### config.mk
export PLATFORM = sky130hd
export DESIGN_NAME = rcfd_ram
export DESIGN_NICKNAME = d
export VERILOG_FILES = /design/src/rtl/core/rcfd_ram.sv
export SDC_FILE = /design/constraint.sdc
export NUM_CORES = 1
export LEC_CHECK = 0
export BUFFER_PORTS_ARGS = -buffer_cell sky130_fd_sc_hd__buf_2
export CELL_PAD_IN_SITES_DETAIL_PLACEMENT = 1
export CELL_PAD_IN_SITES_GLOBAL_PLACEMENT = 2
export CORE_MARGIN = 3
export CORE_UTILIZATION = 48
export DETAILED_ROUTE_END_ITERATION = 6
export GPL_TIMING_DRIVEN = 0
export PLACE_DENSITY_LB_ADDON = 0.1
export RECOVER_POWER = 25
export SYNTH_ARGS = -nofsm -noshare
export SYNTH_HDL_FRONTEND = slang
export SYNTH_SLANG_ARGS = --single-unit
### constraint.sdc
create_clock -name clk -period 2.3 [get_ports clk]
set_input_delay 0.345 -clock clk [delete_from_list [all_inputs] [get_ports clk]]
set_output_delay 0.345 -clock clk [all_outputs]
set_load 0.02 [all_outputs]
### src/rtl/core/rcfd_ram.sv
// ----------------------------------------------------------------------------
// rcfd_ram
// generic simple dual port ram, one write and one registered read port
// ----------------------------------------------------------------------------
module rcfd_ram #(
  parameter int WIDTH = 8,
  parameter int DEPTH = 16,
  localparam int AW = (DEPTH > 1) ? $clog2(DEPTH) : 1
) (
  input  logic             clk,
  input  logic             we,
  input  logic [AW-1:0]    waddr,
  input  logic [WIDTH-1:0] wdata,
  input  logic [AW-1:0]    raddr,
  output logic [WIDTH-1:0] rdata
);

  logic [WIDTH-1:0] mem [DEPTH];

  always_ff @(posedge clk) begin
    if (we) begin
      mem[waddr] <= wdata;
    end
    rdata <= mem[raddr];
  end

endmodule

==> results of run 1 <==
## cell usage in the layout (no fill, tap or decap), types with 4 or more instances in the layout
cell and count:
edfxtp_1 128, nor2_1 13, a22oi_1 16, clkbuf_1 5, dfxtp_1 8, clkinv_2 4
buf_2 22, clkbuf_8 4, clkbuf_16 16, mux4_2 18, nand2_1 9, clkinvlp_4 4
mux4_1 14
## layer usage
layer / routed length [microns] / part of all wire, % / vias to the layer above
met1: 4700 / 43 / 1268
met5: 0 / 0 / -
met3: 557 / 5.1 / 11
met4: 196 / 1.8 / 0
li1: - / - / 1060
met2: 5470 / 50 / 58
## synth_stat cells, drive strengths merged
| cell | n |
|---|---|
| nor2 | 13 |
| nor3 | 4 |
| nand2b | 2 |
| clkdlybuf4s25 | 3 |
| nand3b | 2 |
| edfxtp | 128 |
| and2b | 1 |
| a22oi | 16 |
| mux4 | 32 |
| nand3 | 1 |
| or3b | 1 |
| and2 | 1 |
| buf | 7 |
| nor2b | 1 |
| nand2 | 9 |
| dfxtp | 8 |
## sequential cells by signal (all words and copies together), names as in the netlist
register / cells
mem: 128
rdata: 8
## per-stage QoR
| stage | setup TNS (ns) | utilization [%] | cells | hold WS, ns | power, mW |
|---|---|---|---|---|---|
| 3_3_place_gp | -1.25 | 52.4 | 389 | 0.665 | 3.11 |
| 6_report | 0 | 58.3 | 421 | 0.251 | 5.79 |
| 5_1_grt | 0 | 58.3 | 421 | 0.243 | 5.98 |
| 4_1_cts | 0 | 58.3 | 421 | 0.211 | 5.84 |
| 2_1_floorplan | 0 | - | 229 | 0.444 | 3.00 |
| 3_5_place_dp | -1.79 | 52.4 | 389 | 0.685 | 3.13 |
## power breakdown
part | internal, mW | switching [mW] | total (mW)
registers | 2.77 | 0.0135 | 2.79
logic | 0.109 | 0.177 | 0.286
clock network | 1.73 | 0.988 | 2.72
## final cells by class
class / count / area [sq um]
buffer: 10 / 86.3
clock buffer: 20 / 455
clock inverter: 12 / 149
fill: 893 / 4320
multi-input combinational: 83 / 1070
sequential: 136 / 4000
tap: 136 / 170
timing repair buffer: 24 / 114
## cell families (layout without fill, tap and decap cells)
| kind of cell | after synthesis | count (layout) | synth area share [%] |
|---|---|---|---|
| flops | 136 | 136 | 77.8 |
| mux | 32 | 32 | 15.0 |
| compound gates | 16 | 16 | 2.33 |
| buf+inv | 10 | 66 | 1.68 |
| simple gates | 35 | 35 | 3.18 |
## worst paths after layout
kind                            slack [ns]  startpoint  cells after the start         to
worst max-delay path                  0.61    waddr[2]                      3  mem[8][7]
worst min-delay path                  0.25    wdata[1]                      1  mem[6][1]
worst max register to register        0.88  mem[10][0]                      3   rdata[0]
worst min register to register        0.70  mem[11][1]                      3   rdata[1]
## worst max-delay path: cells and delay by family
kind | cells | cell delay (ns)
simple gates | 2 | 1.35
buf+inv | 1 | 0.11
==> results.cfg, run 1 <==
[placed_design]
pre_cts_ws_ns = -0.224
io_buffers = 24
gp_congestion = 0.741
place.detailed.hpwl_microns = 6780
placed_cell_area_sq_um = 5440

[timing]
drv_slew = 0
finClkSkew_ns = 0.00994
fmax_mhz = 592
worstMarginPinSlew_ns = 1.34
hold_viol = 0
max_slew_margin_pct = 9.68
fin_crit_ns = 1.69
rsz0062_at_grt = false
final-setup-viol-count = 0
setup_slack_ns = 0.611
period_share_pct = 73.5

[finish]
postLayoutCellArea_sq_um = 6050
drive_gt1_share_pct = 28.8
area_growth_pct = 17.5
diodes = 0
fin_nets = 290

[yosys]
ys_seq_elements = 136
yosysTopAreaCell = edfxtp_1
ys_top_cells_by_area = edfxtp_1 75%, mux4_2 7.9%, mux4_1 7.1%
synth_top_area_share_pct = 74.7
synth_cells = 229
ys_seq_area_share_pct = 77.8
post_synth_num_cell_types = 19
postSynthAreaPerCell_sq_um = 22.5
synthesis.area_sq_um = 5150
yosysWarnings = 0
syn_nets = 247

[clock_network]
clk-insertion-delay-late_ns = 0.52
root_buffer = clkbuf_8
cts_tree = yes
path_clk_slew_ns = 0.06
cts_resized = 0
hold_buffers = 0
cts_setup_buffers = 0
clockBufferDepth = 2
numCtsBuffers = 17
cts.sinks = 136
htreeDepth = 4

[power_and_ir_drop]
leakage_nw = 2.02
power.density_nw_per_um2 = 958
ir_worst_vdd_v = 0.000619

[floorplan]
rows = 37
die_h_microns = 110
initial_core_util_pct = 49.6
core_area_sq_um = 10400
ios = 26
die_w_microns = 110
die-area_sq_um = 12000

[setup_path]
start_kind = primary input
crit_path_top_delay_cell = nor3_1
path_cells = buf_2 -> nand3b_1 -> nor3_1
arrival_ns = 1.81
endpoint_kind = register
slowest_delay_ns = 1.08
worstPathRequired_ns = 2.43
critPathMaxFanout = 8
critPathKind = in2reg

[global_routing]
grt_util_met2_pct = 31.3
grtUsageMet1_pct = 28.4
grt_pass1_vias = 2544
gr-usage-met3_pct = 5.52
grt_antenna_before_repair = 0
grt_pass1_wl_microns = 16200
grt.busiest_layer = met2
gr-total-overflow = 0
grt_max_degree = 17
grt_usage_pct = 20.3

[outcome]
status = completed

[routing]
first_pass_iters = 4
drc_errors = 0
via_count = 2397
drt_iter0_markers = 232
wl_per_cell_microns = 26.0
avgViaCountPerCell = 5.69
wl_microns = 10900
postRouteAntennaNets = 0

[min_path]
hp-class = in2reg

[flow_run]
cap_viol_max_count = 0
Power figures use the tool's default switching activity.
==> run 2: changes to the inputs <==
- clock period: 2.3 -> 1.6 ns (I/O delays scaled with it)
==> run 2 against run 1 <==
Sequential share of layout area increased by 0.71 points; design area decreased by 1.1%; wire length decreased by 3.0%.
==> results.cfg, run 2 (same netlist as run 1, synthesis figures left out) <==
[setup_path]
r2r-start = mem[5][3]
endpoint_kind = register
path_cells = buf_2 -> nand3b_1 -> nor3_1
start_kind = primary input
crit_path_top_delay_cell = nor3_1
critPathKind = in2reg
worst-path-stages = 3
reg2reg_to = rdata[3]
path_delay_family = simple AND/OR/NAND/NOR gates
critPathMaxFanout = 8
arrival_ns = 1.61
worstPathRequired_ns = 1.72
reg2reg_setup_slack_ns = 0.15
slowest_delay_ns = 1.04
crit_buf_inv = 1
reg2reg_depth = 3

[power_and_ir_drop]
p_total_mw = 7.95
ir_worst_vdd_v = 0.000694
leakage_nw = 1.98
power.density_nw_per_um2 = 1330

[routing]
wl_microns = 10600
drt_iter0_markers = 136
drc_errors = 0
wl_per_cell_microns = 25.1
avgViaCountPerCell = 5.76
via_count = 2431
first_pass_iters = 4
postRouteAntennaNets = 0

[floorplan]
die-area_sq_um = 12000
initial_core_util_pct = 49.6
ios = 26
core_area_sq_um = 10400
die_h_microns = 110
rows = 37
die_w_microns = 110

[min_path]
hp-class = in2reg
holdPathEnd = mem[15][3]
hold_depth = 1
worstHoldStart = wdata[3]

[clock_network]
numCtsBuffers = 17
cts_resized = 0
htreeDepth = 4
path_clk_slew_ns = 0.06
cts_tree = yes
hold_buffers = 0
clockBufferDepth = 2
root_buffer = clkbuf_8
cts_setup_buffers = 0
cts.sinks = 136
clk-insertion-delay-late_ns = 0.51

[finish]
diodes = 0
area_growth_pct = 16.2
largestRegisters = mem (128), rdata (8)
layout.cells.non_filler = 422
layout.cells.most_common = edfxtp_1
largest_reg_flops = 128
top_register = mem
drive_gt1_share_pct = 27.3
fin_nets = 291
layout_common_cells = 128 x edfxtp_1, 21 x buf_2, 18 x mux4_2

[timing]
rsz0062_at_grt = false
period_share_pct = 93.2
final-setup-viol-count = 0
whs_ns = 0.152
fin_crit_ns = 1.49
drv_slew = 0
worstMarginPinSlew_ns = 1.33
hold_viol = 0
finClkSkew_ns = 0.00853
fmax_mhz = 671
max_slew_margin_pct = 10.9

[flow_run]
cap_viol_max_count = 0

[global_routing]
grt_max_degree = 17
grt_usage_pct = 19.5
grt_pass1_vias = 2523
grt_pass1_wl_microns = 15600
grt_antenna_before_repair = 0
gr-total-overflow = 0

[placed_design]
place_inst = 389
gp_congestion = 0.731
io_buffers = 24
place.detailed.hpwl_microns = 6690

[outcome]
status = completed
[run 2: power by group]
part | switching, mW | internal [mW] | total, mW
clock | 1.44 | 2.10 | 3.54
sequential | 0.0197 | 3.98 | 4.00
combinational | 0.253 | 0.157 | 0.409
[run 2: metal layers]
layer | GRT usage [%] | share of wire, % | vias to the layer above
li1 | - | - | 1061
met1 | 27.1 | 44 | 1293
met2 | 30.2 | 49 | 72
met3 | 5.23 | 5.7 | 5
met4 | 6.41 | 0.53 | 0
met5 | 0 | 0 | -
[run 2: worst max path at each step]
stage | from | endpoint | slack (ns)
2_1_floorplan | waddr[2] | mem[3][0] | 0.09
5_1_grt | waddr[3] | mem[4][1] | 0.04
3_5_place_dp | waddr[2] | mem[8][2] | -0.52
6_report | waddr[3] | mem[4][5] | 0.11
3_3_place_gp | waddr[2] | mem[8][1] | -0.45
4_1_cts | waddr[2] | mem[8][4] | 0.05
[run 2: cell type report]
type	instances	area [sq um]
Timing Repair Buffer	25	120
Fill cell	928	4390
Clock buffer	21	439
Sequential cell	136	4000
Clock inverter	11	100
Buffer	10	86.3
Tap cell	136	170
Multi-Input combinational cell	83	1060
[run 2: stage by stage]
step	worst slack, ns	cell area (sq um)	TNS (ns)	util [%]
2_1_floorplan	0.0939	5150	0	-
3_3_place_gp	-0.454	5440	-21.47	52.5
3_5_place_dp	-0.516	5440	-23.17	52.5
4_1_cts	0.0456	5980	0	57.7
5_1_grt	0.0383	5980	0	57.7
6_report	0.109	5980	0	57.7
==> run 3: changes to the inputs <==
- RECOVER_POWER: 25 -> 50
==> run 3 against run 2 <==
Count of clock-buffer cells in the layout did not move; combinational power barely moved; cell count did not move; power barely moved; sequential cell count did not move; wire length barely moved.
==> results.cfg, run 3 (same netlist as run 1, synthesis figures left out) <==
[outcome]
status = completed

[global_routing]
grt_max_degree = 17
grt_antenna_before_repair = 0
grt_usage_pct = 19.5
gr-total-overflow = 0
grt_pass1_wl_microns = 15600
grt_pass1_vias = 2523

[min_path]
worstHoldStart = waddr[1]
holdPathEnd = mem[8][6]
hold_depth = 2
hp-class = in2reg

[clock_network]
cts_setup_buffers = 0
cts_tree = yes
numCtsBuffers = 17
clockBufferDepth = 2
cts_resized = 0
clk-insertion-delay-late_ns = 0.51
hold_buffers = 0
path_clk_slew_ns = 0.06
cts.sinks = 136
root_buffer = clkbuf_8
htreeDepth = 4

[flow_run]
cap_viol_max_count = 0

[finish]
drive_gt1_share_pct = 25.9
diodes = 0
largest_reg_flops = 128
fill_cells = 926
layout.cells.most_common = edfxtp_1
fin_nets = 291
largestRegisters = mem (128), rdata (8)
seq_area_sq_um = 4000
top_register = mem
postLayoutCellArea_sq_um = 5980
multi_input_area_sq_um = 1060
layout_common_cells = 128 x edfxtp_1, 18 x mux4_2, 17 x buf_2
area_growth_pct = 16.1

[floorplan]
initial_core_util_pct = 49.6
die-area_sq_um = 12000
ios = 26
core_area_sq_um = 10400
die_h_microns = 110
rows = 37
die_w_microns = 110

[placed_design]
gp_congestion = 0.731
io_buffers = 24
placed_cell_area_sq_um = 5440
place.detailed.hpwl_microns = 6690

[timing]
max_slew_margin_pct = 10.8
hold_viol = 0
finClkSkew_ns = 0.00964
worstMarginPinSlew_ns = 1.33
fin_tns_setup_ns = 0
fin_crit_ns = 1.49
final-setup-viol-count = 0
drv_slew = 0
fmax_mhz = 670
rsz0062_at_grt = false
period_share_pct = 93.2

[routing]
drc_errors = 0
drt_iter0_markers = 133
dr_wl_met2_microns = 5240
postRouteAntennaNets = 0
routed.top_layer = met4
wl_microns = 10600
first_pass_iters = 4
dr_wl_met3_microns = 559
via_count = 2433
met1_length_microns = 4760
wl_per_cell_microns = 25.2
avgViaCountPerCell = 5.77

[setup_path]
worstPathRequired_ns = 1.72
critPathKind = in2reg
critPathMaxFanout = 8
reg2reg_to = rdata[3]
reg2reg_depth = 3
worstSetupStartpoint = waddr[3]
r2r-start = mem[5][3]
arrival_ns = 1.61
start_kind = primary input
reg2reg_setup_slack_ns = 0.15
endpoint_kind = register

[power_and_ir_drop]
p_total_mw = 7.95
power.density_nw_per_um2 = 1330
leakage_nw = 1.97
ir_worst_vdd_v = 0.000694
-- run 3: cell count changes in the layout (fill, tap and decap cells not counted), sizes merged --
| cell | change |
|---|---|
| buf | -4 |
| clkbuf | +4 |
-- run 3: area by class of cell --
type | instances | share of cell area, %
sequential | 136 | 67.0
buffer | 10 | 1.44
clock inverter | 11 | 1.67
timing repair buffer | 25 | 1.93
clock buffer | 21 | 7.35
multi-input combinational | 83 | 17.8
tap | 136 | 2.85
-- run 3: worst max-delay path by stage --
stage,end,slack [ns],depth (start not counted)
3_5_place_dp,mem[8][2],-0.52,3
4_1_cts,mem[8][4],0.05,3
2_1_floorplan,mem[3][0],0.09,2
6_report,mem[4][5],0.11,3
5_1_grt,mem[4][1],0.04,3
3_3_place_gp,mem[8][1],-0.45,3
-- run 3: worst max-delay path, cell delays in order --
cell      delay, ns
buf_2          0.12
nand3b_1       0.22
nor3_1         1.04
-- run 3: metal layers --
| metal | up-vias | track usage [%] |
|---|---|---|
| met5 | - | 0 |
| met4 | 0 | 6.41 |
| met3 | 5 | 5.23 |
| met2 | 68 | 30.2 |
| met1 | 1299 | 27.1 |
| li1 | 1061 | - |
-- run 3: stage by stage --
step                std cells  setup slack, ns  utilization, %  hold WS (ns)
finish                    422            0.108            57.6         0.225
global route              422           0.0382            57.6         0.201
CTS                       421           0.0456            57.7        0.0995
detailed placement        389           -0.516            52.5         0.652
global placement          389           -0.454            52.5         0.637
floorplan                 229           0.0939               -         0.339
-- run 3: report_power, final --
group / leakage, nW / switching, mW / internal (mW) / total (mW)
Combinational: 0.493 / 0.253 / 0.155 / 0.408
Clock: 0.250 / 1.44 / 2.10 / 3.54
Sequential: 1.22 / 0.0197 / 3.99 / 4.01
